===== config.mk =====
export PLATFORM = sky130hd
export DESIGN_NAME = voice_prompt_scheduler
export DESIGN_NICKNAME = d
export VERILOG_FILES = /design/src/design/vps_pkg.sv /design/src/design/vps_ram.sv /design/src/design/voice_prompt_scheduler.sv
export SDC_FILE = /design/constraint.sdc
export NUM_CORES = 2
export LEC_CHECK = 0
export ABC_AREA = 1
export BUFFER_PORTS_ARGS = -buffer_cell sky130_fd_sc_hd__buf_2
export CAP_MARGIN = 0
export CORE_ASPECT_RATIO = 0.7
export CORE_MARGIN = 1
export CORE_UTILIZATION = 55
export CTS_CLUSTER_DIAMETER = 100
export DETAILED_ROUTE_END_ITERATION = 10
export PLACE_DENSITY = 0.69
export SLEW_MARGIN = 20
export SYNTH_ARGS = -nofsm -noshare
export SYNTH_HDL_FRONTEND = slang
export SYNTH_SLANG_ARGS = --single-unit

===== constraint.sdc =====
create_clock -name clk -period 7.9 [get_ports clk]
set_clock_uncertainty 0.1 [all_clocks]
set_input_delay 0.79 -clock clk [delete_from_list [all_inputs] [get_ports clk]]
set_output_delay 0.79 -clock clk [all_outputs]
set_load 0.02 [all_outputs]

===== src/design/vps_pkg.sv =====
package vps_pkg;

  localparam int PromptW = 16;
  localparam int EventW = 4;
  localparam int TimeW = 32;
  localparam int EntryW = PromptW + EventW + TimeW;

  localparam logic [2:0] OP_POST = 3'd0;
  localparam logic [2:0] OP_TICK = 3'd1;
  localparam logic [2:0] OP_TEST = 3'd2;
  localparam logic [2:0] OP_RESET = 3'd3;
  localparam logic [2:0] OP_LOAD = 3'd4;

  localparam logic [3:0] EV_STOPPED = 4'd0;
  localparam logic [3:0] EV_SEARCH = 4'd1;
  localparam logic [3:0] EV_FOUND = 4'd2;
  localparam logic [3:0] EV_NAME = 4'd3;
  localparam logic [3:0] EV_LOST = 4'd4;
  localparam logic [3:0] EV_GUIDE_FIRST = 4'd5;
  localparam logic [3:0] EV_GUIDE_LAST = 4'd13;

  localparam logic [1:0] ACT_PLAY = 2'd0;
  localparam logic [1:0] ACT_PAUSE = 2'd1;
  localparam logic [1:0] ACT_RESUME = 2'd2;

  localparam logic [2:0] REG_STOP = 3'd0;
  localparam logic [2:0] REG_LOST = 3'd1;
  localparam logic [2:0] REG_STATUS = 3'd2;
  localparam logic [2:0] REG_DELAY = 3'd3;
  localparam logic [2:0] REG_TEST = 3'd4;

  localparam logic [TimeW-1:0] GUIDE_GUARD_MS = 32'd700;

  typedef struct packed {
    logic [PromptW-1:0] prompt;
    logic [EventW-1:0] ev;
    logic [TimeW-1:0] due;
  } entry_t;

  function automatic logic is_guide(logic [EventW-1:0] ev);
    return (ev >= EV_GUIDE_FIRST) && (ev <= EV_GUIDE_LAST);
  endfunction

endpackage


===== src/design/vps_ram.sv =====
module vps_ram #(
  parameter int WIDTH = 16,
  parameter int DEPTH = 32
) (
  input  logic                     clk,
  input  logic                     we,
  input  logic [$clog2(DEPTH)-1:0] waddr,
  input  logic [WIDTH-1:0]         wdata,
  input  logic [$clog2(DEPTH)-1:0] raddr,
  output logic [WIDTH-1:0]         rdata
);

  logic [WIDTH-1:0] mem [DEPTH];

  always_ff @(posedge clk) begin
    if (we) begin
      mem[waddr] <= wdata;
    end
    rdata <= mem[raddr];
  end

endmodule


===== src/design/voice_prompt_scheduler.sv =====
// channel | dir | tdata (low bit up)                                   | tuser
// s_axis  | in  | op[2:0] event_req[6:3] target_mode[10:7]             | -
//         |     | now_ms[42:11] table_address[47:43] table_value[63:48] |
// m_axis  | out | action[1:0] prompt[17:2] guard_end[49:18], 56 bits   | -
// Post scans the queue RAM in its drop, coalesce and name steps, each entry
// read through a wait state (S_DROPW, S_ENQW); tick scans it to shift out the head.
// Reset and table load complete in the accepting cycle; test key registers its result.
// After rst all 32 prompt table entries are cleared before s_axis_tready rises.
// Busy until the operation ends and any result is taken on m_axis; one item at a time.
module voice_prompt_scheduler
  import vps_pkg::*;
#(
  parameter int QUEUE_DEPTH = 8,
  parameter int TARGET_MODES = 8
) (
  input  logic        clk,
  input  logic        rst,
  input  logic        s_axis_tvalid,
  output logic        s_axis_tready,
  input  logic [63:0] s_axis_tdata,  // op, event_req, target_mode, now_ms, table_address, table_value
  output logic        m_axis_tvalid,
  input  logic        m_axis_tready,
  output logic [55:0] m_axis_tdata,  // action, prompt, guard_end
  input  logic        cfg_we,
  input  logic [2:0]  cfg_index,
  input  logic [15:0] cfg_data
);

  localparam int QW = $clog2(QUEUE_DEPTH);
  localparam int CW = $clog2(QUEUE_DEPTH + 2);

  localparam logic [3:0] S_CLEAR = 4'd0;
  localparam logic [3:0] S_IDLE = 4'd1;
  localparam logic [3:0] S_LOOK = 4'd2;
  localparam logic [3:0] S_DEC = 4'd3;
  localparam logic [3:0] S_DROP = 4'd4;
  localparam logic [3:0] S_ENQ = 4'd5;
  localparam logic [3:0] S_NLOOK = 4'd6;
  localparam logic [3:0] S_NWAIT = 4'd7;
  localparam logic [3:0] S_SHIFT = 4'd8;
  localparam logic [3:0] S_OUT = 4'd9;
  localparam logic [3:0] S_TICK = 4'd10;
  localparam logic [3:0] S_DROPW = 4'd11;
  localparam logic [3:0] S_ENQW = 4'd12;

  logic [3:0] state;
  logic [15:0] stop_guard, lost_guard, status_guard, name_delay, test_prompt;
  logic [2:0] op;
  logic [3:0] ev, mode;
  logic [31:0] now, due;
  logic [15:0] prompt;
  logic [15:0] name_prompt;
  logic name_pending;
  logic [CW-1:0] count, idx, dst;
  logic [31:0] guard_until;
  logic test_playing, test_held;
  logic [5:0] clr;
  logic drop_guide;

  logic tbl_we;
  logic [4:0] tbl_waddr, tbl_raddr;
  logic [15:0] tbl_wdata, tbl_rdata;

  logic q_we;
  logic [QW-1:0] q_waddr, q_raddr;
  entry_t q_wdata, q_rdata;
  logic [CW-1:0] q_rd_idx;

  logic [1:0] out_action;
  logic [15:0] out_prompt;
  logic [31:0] out_guard;

  logic [31:0] diff, add_b;

  vps_ram #(.WIDTH(16), .DEPTH(32)) u_table (
    .clk(clk), .we(tbl_we), .waddr(tbl_waddr), .wdata(tbl_wdata),
    .raddr(tbl_raddr), .rdata(tbl_rdata)
  );

  vps_ram #(.WIDTH(EntryW), .DEPTH(QUEUE_DEPTH)) u_queue (
    .clk(clk), .we(q_we), .waddr(q_waddr), .wdata(q_wdata),
    .raddr(q_raddr), .rdata(q_rdata)
  );

  assign s_axis_tready = (state == S_IDLE);
  assign m_axis_tvalid = (state == S_OUT);
  assign m_axis_tdata = {6'd0, out_guard, out_prompt, out_action};
  assign q_raddr = q_rd_idx[QW-1:0];
  assign diff = guard_until - now;

  always_comb begin
    unique case (ev)
      EV_STOPPED: add_b = {16'd0, stop_guard};
      EV_LOST: add_b = {16'd0, lost_guard};
      default: add_b = is_guide(ev) ? GUIDE_GUARD_MS : {16'd0, status_guard};
    endcase
  end

  always_comb begin
    tbl_raddr = {1'b0, ev};
    if (state == S_NLOOK || (state == S_LOOK && ev == EV_NAME)) begin
      tbl_raddr = {1'b1, mode};
    end
  end

  always_ff @(posedge clk) begin
    if (cfg_we) begin
      unique case (cfg_index)
        REG_STOP: stop_guard <= cfg_data;
        REG_LOST: lost_guard <= cfg_data;
        REG_STATUS: status_guard <= cfg_data;
        REG_DELAY: name_delay <= cfg_data;
        REG_TEST: test_prompt <= cfg_data;
        default: ;
      endcase
    end
    if (rst) begin
      stop_guard <= '0;
      lost_guard <= '0;
      status_guard <= '0;
      name_delay <= '0;
      test_prompt <= '0;
    end
  end

  always_ff @(posedge clk) begin
    tbl_we <= 1'b0;
    q_we <= 1'b0;
    if (rst) begin
      state <= S_CLEAR;
      clr <= '0;
      count <= '0;
      guard_until <= '0;
      test_playing <= 1'b0;
      test_held <= 1'b0;
    end else begin
      unique case (state)
        S_CLEAR: begin
          tbl_we <= 1'b1;
          tbl_waddr <= clr[4:0];
          tbl_wdata <= '0;
          clr <= clr + 6'd1;
          if (clr == 6'd31) state <= S_IDLE;
        end
        S_IDLE: begin
          if (s_axis_tvalid) begin
            op <= s_axis_tdata[2:0];
            ev <= s_axis_tdata[6:3];
            mode <= s_axis_tdata[10:7];
            now <= s_axis_tdata[42:11];
            state <= S_LOOK;
            unique case (s_axis_tdata[2:0])
              OP_POST: state <= S_LOOK;
              OP_TICK: begin
                q_rd_idx <= '0;
                state <= S_TICK;
              end
              OP_TEST: begin
                out_guard <= guard_until;
                state <= S_IDLE;
                if (test_prompt != 16'd0) begin
                  state <= S_OUT;
                  if (!test_playing) begin
                    test_playing <= 1'b1;
                    test_held <= 1'b0;
                    out_action <= ACT_PLAY;
                    out_prompt <= test_prompt;
                  end else begin
                    out_prompt <= '0;
                    test_held <= !test_held;
                    out_action <= test_held ? ACT_RESUME : ACT_PAUSE;
                  end
                end
              end
              OP_RESET: begin
                count <= '0;
                guard_until <= '0;
                test_playing <= 1'b0;
                test_held <= 1'b0;
                state <= S_IDLE;
              end
              OP_LOAD: begin
                tbl_we <= 1'b1;
                tbl_waddr <= s_axis_tdata[47:43];
                tbl_wdata <= s_axis_tdata[63:48];
                state <= S_IDLE;
              end
              default: state <= S_IDLE;
            endcase
          end
        end
        S_LOOK: state <= S_DEC;
        S_DEC: begin
          prompt <= tbl_rdata;
          due <= (diff != 0 && !diff[31]) ? guard_until : now;
          name_pending <= 1'b0;
          if (ev > EV_GUIDE_LAST || tbl_rdata == 16'd0 ||
              (ev == EV_NAME && {28'd0, mode} >= TARGET_MODES)) begin
            state <= S_IDLE;
          end else if (ev == EV_STOPPED || ev == EV_LOST) begin
            count <= '0;
            guard_until <= now + add_b;
            out_guard <= now + add_b;
            out_action <= ACT_PLAY;
            out_prompt <= tbl_rdata;
            test_playing <= 1'b0;
            test_held <= 1'b0;
            state <= S_OUT;
          end else begin
            name_pending <= (ev == EV_FOUND);
            drop_guide <= is_guide(ev);
            idx <= '0;
            dst <= '0;
            q_rd_idx <= '0;
            state <= (ev == EV_SEARCH) ? S_ENQW : S_DROPW;
          end
        end
        S_DROPW: state <= S_DROP;
        S_DROP: begin
          if (idx >= count) begin
            count <= dst;
            idx <= '0;
            q_rd_idx <= '0;
            state <= S_ENQW;
          end else begin
            if (drop_guide ? !is_guide(q_rdata.ev) : (q_rdata.ev != EV_SEARCH)) begin
              q_we <= 1'b1;
              q_waddr <= dst[QW-1:0];
              q_wdata <= q_rdata;
              dst <= dst + CW'(1);
            end
            idx <= idx + CW'(1);
            q_rd_idx <= idx + CW'(1);
            state <= S_DROPW;
          end
        end
        S_ENQW: state <= S_ENQ;
        S_ENQ: begin
          if (idx >= count || q_rdata.ev == ev) begin
            if (idx < count || count < CW'(QUEUE_DEPTH)) begin
              q_we <= 1'b1;
              q_waddr <= idx[QW-1:0];
              q_wdata <= '{prompt: prompt, ev: ev, due: due};
              if (idx >= count) count <= count + CW'(1);
            end
            if (name_pending) begin
              name_pending <= 1'b0;
              ev <= EV_NAME;
              due <= due + {16'd0, name_delay};
              state <= S_NLOOK;
            end else begin
              state <= S_IDLE;
            end
          end else begin
            idx <= idx + CW'(1);
            q_rd_idx <= idx + CW'(1);
            state <= S_ENQW;
          end
        end
        S_NLOOK: state <= S_NWAIT;
        S_NWAIT: begin
          prompt <= tbl_rdata;
          idx <= '0;
          q_rd_idx <= '0;
          state <= (tbl_rdata == 16'd0 || {28'd0, mode} >= TARGET_MODES) ? S_IDLE
                                                                     : S_ENQW;
        end
        S_TICK: begin
          state <= S_IDLE;
          if (count != '0 && q_rd_idx == '0) state <= S_SHIFT;
          if (count != '0 && q_rd_idx == '0) q_rd_idx <= '0;
          idx <= CW'(1);
        end
        S_SHIFT: begin
          if (idx == CW'(1) && q_rd_idx == '0) begin
            if ((now - q_rdata.due) >> 31 != 32'd0) begin
              state <= S_IDLE;
            end else begin
              ev <= q_rdata.ev;
              out_prompt <= q_rdata.prompt;
              q_rd_idx <= CW'(1);
              if (count == CW'(1)) begin
                count <= '0;
                state <= S_NLOOK;
              end else begin
                drop_guide <= 1'b0;
                state <= S_SHIFT;
                idx <= CW'(2);
              end
            end
          end else begin
            // read data is the registered RAM output for the previous read index
            if (idx > CW'(2)) begin
              q_we <= 1'b1;
              q_waddr <= QW'(idx - CW'(3));
              q_wdata <= q_rdata;
            end
            if (idx > count) begin
              count <= count - CW'(1);
              state <= S_NLOOK;
            end else begin
              idx <= idx + CW'(1);
              q_rd_idx <= idx;
            end
          end
        end
        S_OUT: begin
          if (m_axis_tready) state <= S_IDLE;
        end
        default: state <= S_IDLE;
      endcase
      if (op == OP_TICK && (state == S_NLOOK)) begin
        guard_until <= now + add_b;
        out_guard <= now + add_b;
        out_action <= ACT_PLAY;
        test_playing <= 1'b0;
        test_held <= 1'b0;
        state <= S_OUT;
      end
    end
  end

endmodule


==> impl_metrics.env <==
export IMPL_drc=0
export IMPL_worstPathArrival_ns=5.46
export IMPL_globalplace_congestion=0.933
export IMPL_crit_family="compound AO/OA/AOI/OAI gates"
export IMPL_cts_root_buf="clkbuf_16"
export IMPL_area_growth_pct=11.0
export IMPL_hold_path_class="in2reg"
export IMPL_die_w_um=395
export IMPL_fin_crit_ns=5.10
export IMPL_setup_tns_ns=0
export IMPL_cap_violations=0
export IMPL_grt_antenna_before_repair=8
export IMPL_clkTransAtPathRegs_ns=0.06
export IMPL_crit_path_end="out_guard[20]$_DFFE_PP_"
export IMPL_drt_wl_total_mm=170
export IMPL_path_cells="nor2_1, inv_1, nor2_1, clkinv_1, o22ai_1, inv_1, ha_1, inv_1, o21ai_1, a21oi_1, o21ai_1, inv_1, o21bai_1, nand2_1, o21ai_0, o21ai_0"
export IMPL_drtIter0Drc=5983
export IMPL_crit_start="ev[0]$_DFFE_PP_"
export IMPL_p_leak_nw=24.2
export IMPL_grt_pass1_vias=39000
export IMPL_design_die_area_sq_um=109000
export IMPL_tightest_slew_ns=1.22
export IMPL_hold_violations=0
export IMPL_post_route_cells_drive_above_1_share_pct=8.89
export IMPL_synth_main_ff_cell="edfxtp_1"
export IMPL_num_io_pins=146
export IMPL_nets=5895
export IMPL_initial_core_util_pct=55.7
export IMPL_finalCritPeriodShare_pct=64.6
export IMPL_vias=43300
export IMPL_ctsLongestPathBuffers=3
export IMPL_cts_tree="done"
export IMPL_syn_inst=5598
export IMPL_layout_common_cells="1,159 x edfxtp_1, 858 x nor2_1, 766 x nand2_1, 580 x o21ai_0, 485 x inv_1"
export IMPL_final_common_cell="edfxtp_1"
export IMPL_grt_max_degree=240
export IMPL_rsz0062_at_grt="no"
export IMPL_io_buffer_count=139
export IMPL_htree_levels=4
export IMPL_reg2reg_from="ev[0]$_DFFE_PP_"
export IMPL_grt_pass1_wl_mm=250
export IMPL_slowest_stage="nor2_1"
export IMPL_min_delay_path_depth=1
export IMPL_max_freq_ghz=0.196
export IMPL_critPathCaptureType="flip-flop"
export IMPL_drv_slew=0
export IMPL_irDropWorstVdd_mv=0.199
export IMPL_postCtsResizedCells=0
export IMPL_path_class="reg2reg"
export IMPL_rows=100
export IMPL_routedWlPerCell_um=23.5
export IMPL_outcome="finished, final reports clean"
export IMPL_viasPerCell=5.98
export IMPL_syn_area_sq_um=59400
export IMPL_path_common_cell="inv_1"
export IMPL_ys_seq_area_share_pct=65.3
export IMPL_regToRegEndpoint="out_guard[20]$_DFFE_PP_"
export IMPL_powerDensity_nw_per_um2=215
export IMPL_numCtsBuffers=130
export IMPL_post_cts_buffers=0
export IMPL_cp_num_buf_inv=5
export IMPL_r2r_slack_ns=2.80
export IMPL_cp_max_fo=17
export IMPL_hold_buffers=0
export IMPL_start_kind="flip-flop"
export IMPL_coreArea_sq_um=107000
export IMPL_die_y_um=277
export IMPL_avgSynthCellArea_sq_um=10.6
export IMPL_synth_edff_count=1159
export IMPL_yosysWarningCount=0
export IMPL_grt_use_total_pct=30.6
export IMPL_fin_util_pct=61.8
export IMPL_cp_num_cells=16
export IMPL_firstDrtPassIters=6
export IMPL_fillCellCount=8407
export IMPL_yosysUniqueCellTypes=58
export IMPL_required_ns=8.25
export IMPL_async_flop_share_pct=0
export IMPL_ys_ff_latch=1357
export IMPL_critPathMaxStageDelay_ns=0.77
export IMPL_postRouteAntennaNets=0
export IMPL_reg2regPathDepth=16
export IMPL_clkLatencyLatePin_ns=0.77
export IMPL_slew_headroom_pct=18.3
export IMPL_finalSetupViolCount=0
export IMPL_hpwl_mm=108
export IMPL_overflow=0
export IMPL_cts_sinks=1357
-- state kept, by name (all words and copies together) (netlist names), 32 cells and up --
register / cells
u_table.mem: 512
u_queue.mem: 416
q_wdata: 52
u_queue.rdata: 52
due: 32
guard_until: 32
now: 32
out_guard: 32
-- metal layers --
layer	wire length [um]	vias to the layer above	GRT usage, %
met3	23300	211	8.50
met4	3260	2	7.08
met5	8	-	0
li1	-	19800	-
met1	78000	20700	50.8
met2	65400	2567	38.8
-- worst reg2reg max path, stage by stage (launching register included) --
cell,delay (ns)
edfxtp_1,0.51
nor2_1,0.77
inv_1,0.13
nor2_1,0.27
clkinv_1,0.49
o22ai_1,0.34
inv_1,0.07
ha_1,0.35
inv_1,0.06
o21ai_1,0.23
a21oi_1,0.17
o21ai_1,0.31
inv_1,0.07
o21bai_1,0.41
nand2_1,0.15
o21ai_0,0.26
o21ai_0,0.12
-- logic make-up (layout without fill, tap and decap cells) --
logic type                 Yosys count  after routing  synth area share, %
and+or+nand+nor                   2117           2117                 14.8
DFF                               1357           1357                 65.3
AOI/OAI and AO/OA                 1193           1193                 11.7
buffers and inverters              778            980                 5.23
adders and majority gates          109            109                 2.33
xor gates and xnor gates            43             43                0.634
other                                1              7              0.00631
-- through the flow --
stage / hold slack (ns) / power [mW] / std cells / cell area (sq um) / worst slack, ns
2_1_floorplan: 0.308 / 8.00 / 5603 / 59400 / 3.42
3_3_place_gp: 0.341 / 8.11 / 6986 / 61600 / 3.14
3_5_place_dp: 0.347 / 8.12 / 6988 / 61600 / 2.96
4_1_cts: 0.0535 / 14.2 / 7227 / 65800 / 2.94
5_1_grt: 0.0807 / 14.5 / 7233 / 66000 / 2.26
6_report: 0.0954 / 14.2 / 7234 / 66000 / 2.80
-- power breakdown --
group / switching (mW) / total, mW / internal [mW]
Clock: 2.74 / 6.19 / 3.45
Combinational: 0.158 / 0.215 / 0.0572
Sequential: 0.0235 / 7.76 / 7.74
Total: 2.92 / 14.2 / 11.2
-- cell usage after synthesis, drive strengths merged (4+ instances only) --
cell type  number  area [sq um]
a21boi          4          30.0
a21o            4          30.0
a21oi         152           761
a31oi          59           369
a32oi          10          87.6
and2            5          31.3
and3           16           100
buf            90           519
clkbuf        186           702
dfxtp         198          3960
edfxtp       1159         34800
ha            106          1330
inv           499          1880
nand2         771          2920
nand3         275          1390
nand3b          6          45.0
nand4          23           144
nor2          878          3330
nor3           42           215
nor4           14          93.8
o211ai        273          2050
o21a            6          45.0
o21ai         601          3020
o21bai          6          45.0
o221ai          7          61.3
o22ai          61           382
or2            86           538
xnor2          11          96.3
xor2           32           280
-- how the worst min path moves through the flow --
stage | from | to | slack (ns)
floorplan | u_table.rdata[0]$_DFF_P_ | prompt[0]$_DFFE_PP_ | 0.31
global placement | stop_guard[3]$_SDFFE_PP0P_ | stop_guard[3]$_SDFFE_PP0P_ | 0.34
detailed placement | stop_guard[5]$_SDFFE_PP0P_ | stop_guard[5]$_SDFFE_PP0P_ | 0.35
CTS | s_axis_tdata[39] | now[28]$_DFFE_PP_ | 0.05
global route | s_axis_tdata[21] | now[10]$_DFFE_PP_ | 0.08
finish | s_axis_tdata[39] | now[28]$_DFFE_PP_ | 0.1
-- cell type report --
class / instances / area (sq um) / area share (%)
clock inverter: 57 / 563 / 0.854
multi-input combinational: 3468 / 17700 / 26.9
clock buffer: 182 / 3660 / 5.55
timing repair buffer: 239 / 1560 / 2.36
inverter: 502 / 1900 / 2.88
sequential: 1357 / 38800 / 58.8
antenna: 1 / 2.50 / 0.00379
tap: 1428 / 1790 / 2.71
No activity file was read; power rests on OpenSTA's default activity.
